==> src/rtl/sliding_window_base_composition_check_assert.svh <==
// Assertion macros shared by the sliding window base composition check.
// Depends on nothing; included by the top level.
`ifndef SLIDING_WINDOW_BASE_COMPOSITION_CHECK_ASSERT_SVH
`define SLIDING_WINDOW_BASE_COMPOSITION_CHECK_ASSERT_SVH

// Same-cycle implication, disabled while reset is active.
`define SWBCC_ASSERT_NOW(label, clk, rst_n, ante, cons) \
    label: assert property (@(posedge clk) disable iff (!rst_n) (ante) |-> (cons)) \
        else $error("swbcc same-cycle check failed");

// Next-cycle implication, disabled while reset is active.
`define SWBCC_ASSERT_NEXT(label, clk, rst_n, ante, cons) \
    label: assert property (@(posedge clk) disable iff (!rst_n) (ante) |=> (cons)) \
        else $error("swbcc next-cycle check failed");

`endif

==> src/rtl/swbcc_pkg.sv <==
// Package for the sliding window base composition check.
// Holds symbol codes, register indexes and the stage control struct; no dependencies.
package swbcc_pkg;

    // Stored per-symbol code.
    typedef logic [2:0] code_t;
    localparam code_t CODE_OTHER = 3'd0;
    localparam code_t CODE_A     = 3'd1;
    localparam code_t CODE_C     = 3'd2;
    localparam code_t CODE_G     = 3'd3;
    localparam code_t CODE_T     = 3'd4;

    localparam int NUM_BASES = 4;

    // Character bytes that are counted.
    localparam logic [7:0] SYM_A = 8'h41;
    localparam logic [7:0] SYM_C = 8'h43;
    localparam logic [7:0] SYM_G = 8'h47;
    localparam logic [7:0] SYM_T = 8'h54;

    // Configuration register indexes and data width.
    localparam int CFG_W = 11;
    typedef logic [2:0] cfg_index_t;
    localparam cfg_index_t CFG_WINDOW_LEN = 3'd0;
    localparam cfg_index_t CFG_MIN_A      = 3'd1;
    localparam cfg_index_t CFG_MIN_C      = 3'd2;
    localparam cfg_index_t CFG_MIN_G      = 3'd3;
    localparam cfg_index_t CFG_MIN_T      = 3'd4;

    // Control carried from the memory read stage into the count stage.
    typedef struct packed {
        logic evict;
        logic restart;
        logic full;
    } s1_ctrl_t;

    // Map a raw byte to its stored code.
    function automatic code_t classify(input logic [7:0] sym);
        code_t code;
        unique case (sym)
            SYM_A:   code = CODE_A;
            SYM_C:   code = CODE_C;
            SYM_G:   code = CODE_G;
            SYM_T:   code = CODE_T;
            default: code = CODE_OTHER;
        endcase
        return code;
    endfunction

endpackage

==> src/rtl/swbcc_counts.sv <==
// Running base counts, threshold compare and saturating qualifying total.
// Depends on swbcc_pkg.
module swbcc_counts
    import swbcc_pkg::*;
#(
    parameter int CNT_W = 11
)
(
    input  logic                             clk,
    input  logic                             rst_n,
    input  logic                             advance,
    input  logic                             clear,
    input  s1_ctrl_t                         ctrl,
    input  code_t                            new_code,
    input  code_t                            old_code,
    input  logic [NUM_BASES-1:0][CFG_W-1:0]  min_cnt,
    output logic                             ok,
    output logic [31:0]                      total
);

    localparam int MW = (CNT_W > CFG_W) ? CNT_W : CFG_W;

    logic [CNT_W-1:0]     count_reg  [NUM_BASES];
    logic [CNT_W-1:0]     count_next [NUM_BASES];
    logic [CNT_W-1:0]     count_base [NUM_BASES];
    logic [NUM_BASES-1:0] dec;
    logic [NUM_BASES-1:0] inc;
    logic [NUM_BASES-1:0] met;
    logic [31:0]          total_reg;
    logic [31:0]          total_base;
    logic [31:0]          total_next;

    // Remove the leaving symbol, add the entering one, compare to the minimums.
    always_comb
    begin
        for (int i = 0; i < NUM_BASES; i++)
        begin
            count_base[i] = ctrl.restart ? '0 : count_reg[i];
            dec[i] = ctrl.evict && (old_code == code_t'(i + 1)) && (count_base[i] != '0);
            inc[i] = (new_code == code_t'(i + 1));
            count_next[i] = count_base[i] - CNT_W'(dec[i]) + CNT_W'(inc[i]);
            met[i] = (MW'(count_next[i]) >= MW'(min_cnt[i]));
        end
        ok = ctrl.full && (&met);
        total_base = ctrl.restart ? '0 : total_reg;
        total_next = (ok && (total_base != '1)) ? total_base + 32'd1 : total_base;
        total = total_next;
    end

    // Counts and total advance once per transaction leaving the read stage.
    always_ff @(posedge clk or negedge rst_n)
    begin
        if (!rst_n)
        begin
            for (int i = 0; i < NUM_BASES; i++)
            begin
                count_reg[i] <= '0;
            end
            total_reg <= '0;
        end
        else if (clear)
        begin
            for (int i = 0; i < NUM_BASES; i++)
            begin
                count_reg[i] <= '0;
            end
            total_reg <= '0;
        end
        else if (advance)
        begin
            for (int i = 0; i < NUM_BASES; i++)
            begin
                count_reg[i] <= count_next[i];
            end
            total_reg <= total_next;
        end
    end

endmodule

==> src/rtl/sliding_window_base_composition_check.sv <==
// Top level of the sliding window base composition check.
// Depends on swbcc_pkg, swbcc_counts and the assertion macro header.
//
// Accepts one symbol transaction per clock while out_ready stays high and returns one
// result transaction per symbol through the read stage and the output register. The
// window lives in a WINDOW_MAX x 3 bit memory that takes one write (the entering symbol)
// and one read (the symbol leaving the window) per cycle; that single port pair sets the
// rate at one symbol per cycle. The running counts are updated in the stage after the
// read. Writing window_len clears the window, counts and total; cfg_ready is always high.
// Users must write configuration only while no transaction is in flight (not enforced).
`include "sliding_window_base_composition_check_assert.svh"

module sliding_window_base_composition_check
    import swbcc_pkg::*;
#(
    parameter int WINDOW_MAX = 1024
)
(
    input  logic             clk,
    input  logic             rst_n,
    input  logic             in_valid,
    output logic             in_ready,
    input  logic [7:0]       symbol,
    input  logic             restart,
    output logic             out_valid,
    input  logic             out_ready,
    output logic             window_full,
    output logic             window_ok,
    output logic [31:0]      match_total,
    input  logic             cfg_valid,
    output logic             cfg_ready,
    input  cfg_index_t       cfg_index,
    input  logic [CFG_W-1:0] cfg_data
);

    localparam int AW = (WINDOW_MAX > 1) ? $clog2(WINDOW_MAX) : 1;
    localparam int LW = $clog2(WINDOW_MAX + 1);
    localparam int PW = LW + 1;
    localparam int LEN_RESET = (WINDOW_MAX < 4) ? WINDOW_MAX : 4;

    // Configuration registers.
    logic [LW-1:0]                    len_reg;
    logic [NUM_BASES-1:0][CFG_W-1:0]  min_reg;
    logic                             cfg_accept;
    logic                             clear_window;

    // Front state and window memory.
    logic [AW-1:0] wp_reg;
    logic [LW-1:0] fill_reg;
    code_t         mem [WINDOW_MAX];
    code_t         rd_code_reg;

    // Read stage and output register.
    logic          s1_valid_reg;
    s1_ctrl_t      s1_ctrl_reg;
    code_t         s1_code_reg;
    logic          out_valid_reg;
    logic          full_reg;
    logic          ok_reg;
    logic [31:0]   total_reg;

    logic          accept;
    logic          s1_adv;
    logic [AW-1:0] wp_cur;
    logic [AW-1:0] wp_next;
    logic [LW-1:0] fill_cur;
    logic [LW-1:0] fill_next;
    logic [AW-1:0] raddr;
    logic [PW-1:0] wp_ext;
    logic [PW-1:0] len_ext;
    code_t         in_code;
    s1_ctrl_t      s1_ctrl_next;
    logic          cnt_ok;
    logic [31:0]   cnt_total;

    // Handshakes.
    assign cfg_ready    = 1'b1;
    assign cfg_accept   = cfg_valid && cfg_ready;
    assign clear_window = cfg_accept && (cfg_index == CFG_WINDOW_LEN);
    assign s1_adv       = s1_valid_reg && (!out_valid_reg || out_ready);
    assign in_ready     = !s1_valid_reg || s1_adv;
    assign accept       = in_valid && in_ready;

    // Configuration writes; window length is stored already limited to 1..WINDOW_MAX.
    always_ff @(posedge clk or negedge rst_n)
    begin
        if (!rst_n)
        begin
            len_reg <= LW'(LEN_RESET);
            min_reg <= '0;
        end
        else if (cfg_accept)
        begin
            unique case (cfg_index)
                CFG_WINDOW_LEN:
                begin
                    if (cfg_data == '0)
                        len_reg <= LW'(1);
                    else if (32'(cfg_data) > 32'(WINDOW_MAX))
                        len_reg <= LW'(WINDOW_MAX);
                    else
                        len_reg <= LW'(cfg_data);
                end
                CFG_MIN_A: min_reg[0] <= cfg_data;
                CFG_MIN_C: min_reg[1] <= cfg_data;
                CFG_MIN_G: min_reg[2] <= cfg_data;
                CFG_MIN_T: min_reg[3] <= cfg_data;
                default:   ;
            endcase
        end
    end

    // Entry stage: pointer, fill level and address of the leaving symbol.
    always_comb
    begin
        in_code  = classify(symbol);
        wp_cur   = restart ? '0 : wp_reg;
        fill_cur = restart ? '0 : fill_reg;
        wp_ext   = PW'(wp_cur);
        len_ext  = PW'(len_reg);
        if (wp_ext >= len_ext)
            raddr = AW'(wp_ext - len_ext);
        else
            raddr = AW'(wp_ext + PW'(WINDOW_MAX) - len_ext);
        wp_next = (wp_cur == AW'(WINDOW_MAX - 1)) ? '0 : wp_cur + AW'(1);
        s1_ctrl_next.evict   = (fill_cur >= len_reg);
        s1_ctrl_next.restart = restart;
        s1_ctrl_next.full    = s1_ctrl_next.evict || ((fill_cur + LW'(1)) == len_reg);
        fill_next = s1_ctrl_next.evict ? fill_cur : fill_cur + LW'(1);
    end

    always_ff @(posedge clk or negedge rst_n)
    begin
        if (!rst_n)
        begin
            wp_reg   <= '0;
            fill_reg <= '0;
        end
        else if (clear_window)
        begin
            wp_reg   <= '0;
            fill_reg <= '0;
        end
        else if (accept)
        begin
            wp_reg   <= wp_next;
            fill_reg <= fill_next;
        end
    end

    // Window memory: read-before-write, so a full-depth window reads the evicted entry.
    always_ff @(posedge clk)
    begin
        if (accept)
        begin
            rd_code_reg <= mem[raddr];
            mem[wp_cur] <= in_code;
        end
    end

    // Read stage control.
    always_ff @(posedge clk or negedge rst_n)
    begin
        if (!rst_n)
            s1_valid_reg <= 1'b0;
        else if (accept)
            s1_valid_reg <= 1'b1;
        else if (s1_adv)
            s1_valid_reg <= 1'b0;
    end

    always_ff @(posedge clk)
    begin
        if (accept)
        begin
            s1_ctrl_reg <= s1_ctrl_next;
            s1_code_reg <= in_code;
        end
    end

    // Count update and threshold compare.
    swbcc_counts #(
        .CNT_W (LW)
    ) u_counts (
        .clk      (clk),
        .rst_n    (rst_n),
        .advance  (s1_adv),
        .clear    (clear_window),
        .ctrl     (s1_ctrl_reg),
        .new_code (s1_code_reg),
        .old_code (rd_code_reg),
        .min_cnt  (min_reg),
        .ok       (cnt_ok),
        .total    (cnt_total)
    );

    // Output register.
    always_ff @(posedge clk or negedge rst_n)
    begin
        if (!rst_n)
            out_valid_reg <= 1'b0;
        else if (s1_adv)
            out_valid_reg <= 1'b1;
        else if (out_ready)
            out_valid_reg <= 1'b0;
    end

    always_ff @(posedge clk)
    begin
        if (s1_adv)
        begin
            full_reg  <= s1_ctrl_reg.full;
            ok_reg    <= cnt_ok;
            total_reg <= cnt_total;
        end
    end

    assign out_valid   = out_valid_reg;
    assign window_full = full_reg;
    assign window_ok   = ok_reg;
    assign match_total = total_reg;

    // Checks on the pipeline and window bookkeeping.
    `SWBCC_ASSERT_NOW(a_stall_only_when_full, clk, rst_n, !in_ready, s1_valid_reg && out_valid_reg && !out_ready)
    `SWBCC_ASSERT_NEXT(a_read_data_held, clk, rst_n, s1_valid_reg && !s1_adv, $stable(rd_code_reg))
    `SWBCC_ASSERT_NOW(a_fill_within_len, clk, rst_n, 1'b1, fill_reg <= len_reg)
    `SWBCC_ASSERT_NOW(a_ok_needs_full, clk, rst_n, out_valid_reg, !ok_reg || full_reg)

endmodule

==> config.mk <==
export PLATFORM = sky130hd
export DESIGN_NAME = sliding_window_base_composition_check
export DESIGN_NICKNAME = d
export VERILOG_FILES = /design/src/rtl/swbcc_pkg.sv /design/src/rtl/swbcc_counts.sv /design/src/rtl/sliding_window_base_composition_check.sv
export VERILOG_INCLUDE_DIRS = /design/src /design/src/rtl
export SDC_FILE = /design/constraint.sdc
export NUM_CORES = 2
export LEC_CHECK = 0
export ABC_AREA = 1
export BUFFER_PORTS_ARGS = -buffer_cell sky130_fd_sc_hd__buf_2
export CAP_MARGIN = 10
export CELL_PAD_IN_SITES_DETAIL_PLACEMENT = 0
export CELL_PAD_IN_SITES_GLOBAL_PLACEMENT = 1
export CORE_ASPECT_RATIO = 2
export CORE_MARGIN = 3
export CORE_UTILIZATION = 34
export DETAILED_ROUTE_END_ITERATION = 6
export PLACE_DENSITY = 0.55
export SETUP_SLACK_MARGIN = 0.5
export SYNTH_ARGS = -nofsm -noshare
export SYNTH_HDL_FRONTEND = slang
export SYNTH_HIERARCHICAL = 1
export SYNTH_SLANG_ARGS = --single-unit
==> constraint.sdc <==
create_clock -name clk -period 7.6 [get_ports clk]
set_clock_uncertainty 0.15 [all_clocks]
set_input_delay 0.76 -clock clk [delete_from_list [all_inputs] [get_ports clk]]
set_output_delay 0.76 -clock clk [all_outputs]
set_load 0.02 [all_outputs]
* After elaboration in Yosys (flattened, before gate mapping) *
Memories as Yosys holds them, arrays and structs flattened. A register that Yosys moved wholly into a read port is not among the register bits.
Index checks and enable logic that the tools add are counted.

word-level totals
  flip-flop bits (word level) = 194
  memories kept = 1
  input port bits = 28
  RAM bits = 3072

operators by class
  $lt $le $gt $ge = 7
  reductions and logical operators = 34
  equal/unequal tests = 19
  multiplexer cells = 28
  $add $sub $neg = 14

memory list
  memory  depth  width  rd ports  clocked after Yosys merged registers in  write ports  RTL line                                     source
  mem     1024   3      1         1                                        1            sliding_window_base_composition_check.sv:50  code_t mem [WINDOW_MAX];

operators with widths
  cell                     count
  $mux W32                 4
  $mux W11                 10
  $mux W44                 2
  $ge A11 B11 Y1           5
  $mux W10                 5
  $add A11 B1 Y11          4
  $reduce_bool A11 Y1      4
  $sub A11 B1 Y11          4
  $add A32 B1 Y32 const B  1
  $eq A8 B7 Y1 const B     4
  $ne A32 B32 Y1 const B   1
  $add A10 B1 Y10 const B  2
  $sub A10 B10 Y10         2
  $eq A3 B2 Y1 const B     6
  $logic_and A1 B1 Y1      13
  $pmux W3 S4              1
  $add A11 B1 Y11 const B  1
  $eq A11 B11 Y1           1
  $ge A10 B11 Y1           1
  $gt A11 B11 Y1 const B   1
  $logic_not A11 Y1        1
  $eq A10 B10 Y1 const B   1
  $reduce_and A2 Y1        5
  $eq A3 B1 Y1 const B     3
  7 further kinds          20

* Longest topological paths before layout *
  depth in word-level cells = 12
  depth in mapped cells = 37

* Modules after synthesis *
Netlist, hierarchy kept.

by module, submodules not included
  module                                 sequential area each (um2)  area an instance (um2)  instances  cells each
  sliding_window_base_composition_check  95492.8                     134043.6                1          12142
  swbcc_counts                           1901.8                      8629.5                  1          1396

* Least setup slack after synthesis *
OpenSTA, ideal clock, no wires.

  kind = in2reg
  start point = input port symbol[5]
  end point = memory mem[0][2] (netlist name), data pin
  path slack = -58.792 ns
  library setup time = 10.877 ns
  stages = 1
  arrival time = 55.365 ns
  buffers on the path = 0
  cell sequence = nor4_1

on the way
  cells in the longest elaborated chain, start to end = 2
  elaborated cells on any way between the ends = 5
  classes of those cells = 4 x eq/ne; 1 x mux

ends and longest elaborated chain
  item             RTL line                                     source
  from (decl)      sliding_window_base_composition_check.sv:23  input logic [7:0] symbol,
  $eq A8 B7 Y1     swbcc_pkg.sv:40                              unique case (sym)
  $pmux W3 S4 (*)  swbcc_pkg.sv:40
  to (decl)        sliding_window_base_composition_check.sv:50

Mark *: on every way between the ends. The rest lies on a longest branch, timed or not.

* Worst setup path after layout *
  start point = register s1_ctrl_reg[1] (netlist name)
  end point = register total_reg[27] (netlist: match_total[27]), data pin

on the way
  cells in the longest elaborated chain, start to end = 10
  elaborated cells on any way between the ends = 31
  classes of those cells = 9 x add/sub; 4 x order compare; 1 x eq/ne; 6 x mux; 11 x reduce/logical

ends and longest elaborated chain
  item                    RTL line                                      source
  from (decl)             sliding_window_base_composition_check.sv:55   s1_ctrl_t s1_ctrl_reg;
  from (signal assigned)  sliding_window_base_composition_check.sv:176  s1_ctrl_reg <= s1_ctrl_next;
  $mux W11                swbcc_counts.sv:38                            count_base[i] = ctrl.restart ? '0 : count_reg[i];
  $reduce_bool A11 Y1     swbcc_counts.sv:39                            dec[i] = ctrl.evict && (old_code == code_t'(i + 1)) && (count_base[i] != '0);
  $logic_and A1 B1 Y1     swbcc_counts.sv:39
  $sub A11 B1 Y11         swbcc_counts.sv:41                            count_next[i] = count_base[i] - CNT_W'(dec[i]) + CNT_W'(inc[i]);
  $add A11 B1 Y11         swbcc_counts.sv:41
  $ge A11 B11 Y1          swbcc_counts.sv:42                            met[i] = (MW'(count_next[i]) >= MW'(min_cnt[i]));
  $reduce_and A4 Y1       swbcc_counts.sv:44                            ok = ctrl.full && (&met);
  $logic_and A1 B1 Y1     swbcc_counts.sv:44
  $logic_and A1 B1 Y1     swbcc_counts.sv:46                            total_next = (ok && (total_base != '1)) ? total_base + 32'd1 : total_base;
  $mux W32 (*)            swbcc_counts.sv:46
  net cnt_total[27]       sliding_window_base_composition_check.sv:74   logic [31:0] cnt_total;
  to (signal assigned)    sliding_window_base_composition_check.sv:214  total_reg <= cnt_total;
  to (decl)               sliding_window_base_composition_check.sv:60   logic [31:0] total_reg;

Mark *: on every way through the listed nets, which the timed path passes. The rest lies on a longest branch.
A chain may end at the register's enable or synchronous reset.

==> impl_metrics.tcl <==
set metrics [dict create \
    wl_per_cell_um 25.8 \
    dieArea_sq_um 428000 \
    dpl.hpwl_um 289000 \
    cts_tree "done" \
    busiest_layer "met2" \
    r2r-start "s1_ctrl_reg[1]" \
    final_cell_mix "nand2_1 (4232), edfxtp_1 (3115), nand3_1 (2872), nor2_1 (1238), inv_1 (406)" \
    final_area_sq_um 159000 \
    hp-class "in2reg" \
    gp_congestion 0.847 \
    worstSetupEndpointType "flip-flop" \
    critPathKind "reg2reg" \
    antenna_found_initial 25 \
    synthArstFlopShare 0.0471 \
    cts_resized 0 \
    synth_area_per_cell_sq_um 10.5 \
    slew_headroom 0.112 \
    grt_remaining_overflow 0 \
    leakagePower_nw 57.7 \
    syn_nets 13699 \
    cp_common_cell "inv_1" \
    grt_pass1_wl_um 701000 \
    largest_reg_flops 3072 \
    grtUsageTotal 0.225 \
    r2r_cells 32 \
    drcViolationCount 1 \
    postCtsSetupBuffers 0 \
    use_met2 0.432 \
    cts.htree.levels 5 \
    cts.clk_slew.worst_paths_ns 0.06 \
    violations "DRC" \
    placement.io_buffers 63 \
    synth_seq_cells 3269 \
    rr_endpoint "match_total[27]" \
    clockBufferDepth 4 \
    ys_warn_count 6 \
    die_y_um 922 \
    cp-start-kind "flip-flop" \
    total_power_mw 51.4 \
    comb_power_share 0.305 \
    status "finished, violations left" \
    cellInternalPower_mw 33.0 \
    wirelength_um 493000 \
    synth_edf_count 3115 \
    initialDrtViolationCount 7541 \
    final_common_cell "nand2_1" \
    dr.pass1.iters 7 \
    seq_area_frac_synth 0.683 \
    vias_per_cell 5.19 \
    critPathSlowestCell "nand3_2" \
    seqPwrFrac 0.385 \
    finalSetupViolCount 0 \
    required_ns 8.11 \
    grt_use_met3 0.0242 \
    met1_usage 0.248 \
    hold_viol_final 0 \
    min_period_over_period 0.815 \
    io_pins 65 \
    min_path_cells 2 \
    holdBufCountCts 2 \
    min_from "symbol[5]" \
    drv_cap 0 \
    start_util 0.342 \
    clkPwrFrac 0.310 \
    nNetsFinal 13429 \
    antenna_left 0 \
    place_area_sq_um 149000 \
    setup_tns_ns 0 \
    num_vias 99049 \
    fillers 40684 \
    sw_frac_of_total 0.359 \
    layout_min_cycle_time_ns 6.19 \
    die_w_um 464 \
    synthesis.area_sq_um 143000 \
    ys_types 54 \
    cts.sinks 3269 \
    worst_pin_slew_ns 1.32 \
    power_switching_mw 18.5 \
    fin_cells 19075 \
    critPathMaxStageDelay_ns 0.64 \
    pwr_density_cell_nw_per_um2 323 \
    worstSkewPairLatency_ns 0.95 \
    synth_ff_type "edfxtp_1" \
    place_inst 18507 \
    drv_slew 0 \
    numCtsBuffers 317 \
    root_buffer "clkbuf_16" \
    rows 335 \
    core_area_sq_um 417000 \
    setup_slack_ns 1.41 \
    crit_arrival_ns 6.70 \
    timing.fmax_mhz 162 \
    grt_pass1_vias 102563 \
    grt_max_degree 196 \
    syn_inst 13538 \
    dp_slack_ns 1.23 \
    vdd_drop_max_v 0.000207 \
    rsz0062_at_grt "false" \
    drive_gt1_frac 0.0657 \
    min_to "mem[380][2]" \
    cp_max_fo 28 \
    r2r_slack_ns 1.41 \
    syn_to_final_growth_pct 11.6 \
]
## logic make-up (layout without fill, tap and decap cells)
family                     after synthesis  count (layout)  synth area share
buffers and inverters                 1339            1311            0.0411
DFF                                   3269            3269             0.683
and+or+nand+nor                       8490            8490             0.251
AOI/OAI and AO/OA                      240             240           0.00955
xor gates and xnor gates                66              66           0.00410
adders and majority gates              133             133            0.0119
other                                    1               6         0.0000263
## cell usage after synthesis (13+ instances only)
| library cell | number | area (sq um) |
|---|---|---|
| buf_4 | 19 | 143 |
| xor2_1 | 56 | 490 |
| inv_1 | 412 | 1550 |
| nor3_1 | 25 | 125 |
| ha_1 | 128 | 1600 |
| dfrtp_1 | 153 | 3830 |
| nand2_1 | 4258 | 16000 |
| edfxtp_1 | 3115 | 93500 |
| clkbuf_1 | 263 | 987 |
| nand3_1 | 2886 | 14400 |
| o22ai_1 | 36 | 225 |
| a21oi_1 | 53 | 265 |
| buf_1 | 52 | 195 |
| nor2_2 | 13 | 81.3 |
| nor2_1 | 1249 | 4690 |
| o21ai_0 | 111 | 556 |
| nand4_1 | 17 | 106 |
| buf_2 | 572 | 2860 |
## layer usage
| metal | share of wire | vias up |
|---|---|---|
| met1 | 0.37 | 49921 |
| li1 | - | 45797 |
| met5 | 0.000051 | - |
| met2 | 0.54 | 2521 |
| met3 | 0.042 | 806 |
| met4 | 0.048 | 4 |
## layout make-up
| type | count | area, sq um | share of cell area |
|---|---|---|---|
| Timing Repair Buffer | 325 | 3180 | 0.0200 |
| Multi-Input combinational cell | 8930 | 39900 | 0.250 |
| Sequential cell | 3269 | 97400 | 0.612 |
| Inverter | 425 | 1660 | 0.0104 |
| Clock buffer | 384 | 8460 | 0.0531 |
| Tap cell | 5560 | 6960 | 0.0437 |
| Antenna cell | 5 | 12.5 | 0.0000786 |
| Clock inverter | 177 | 1700 | 0.0107 |
## power by group through the flow
stage | combinational [mW] | sequential [mW] | clock (mW)
after floorplan | 9.89 | 20.2 | 0
final | 15.7 | 19.8 | 15.9
after global routing | 17.2 | 19.8 | 17.0
after global placement | 15.9 | 20.2 | 0
after CTS | 15.9 | 19.8 | 16.3
after detailed placement | 15.9 | 20.2 | 0
## worst max path at each step
stage / startpoint / end / slack (ns) / cells after the start
global placement: s1_ctrl_reg[1] / match_total[17] / 1.13 / 32
detailed placement: restart / rd_code_reg[0] / 1.23 / 20
global route: s1_ctrl_reg[1] / match_total[26] / 0.92 / 32
CTS: s1_ctrl_reg[1] / match_total[27] / 1.32 / 32
floorplan: symbol[0] / mem[0][2] / -14.32 / 3
finish: s1_ctrl_reg[1] / match_total[27] / 1.41 / 32
## worst max-delay path, delay by kind of cell, from the launching register on
kind | cells | cell delay [ns]
adders and majority gates | 5 | 1.34
AOI/OAI and AO/OA | 3 | 0.46
xor gates and xnor gates | 1 | 0.21
and+or+nand+nor | 14 | 1.88
DFF | 1 | 0.59
buffers and inverters | 9 | 1.26
## stage by stage
stage	util	hold slack, ns
2_1_floorplan	-	0.297
3_3_place_gp	0.357	0.314
3_5_place_dp	0.357	0.318
4_1_cts	0.382	0.0369
5_1_grt	0.382	0.0915
6_report	0.382	0.131
(Power assumes the default switching activity.)
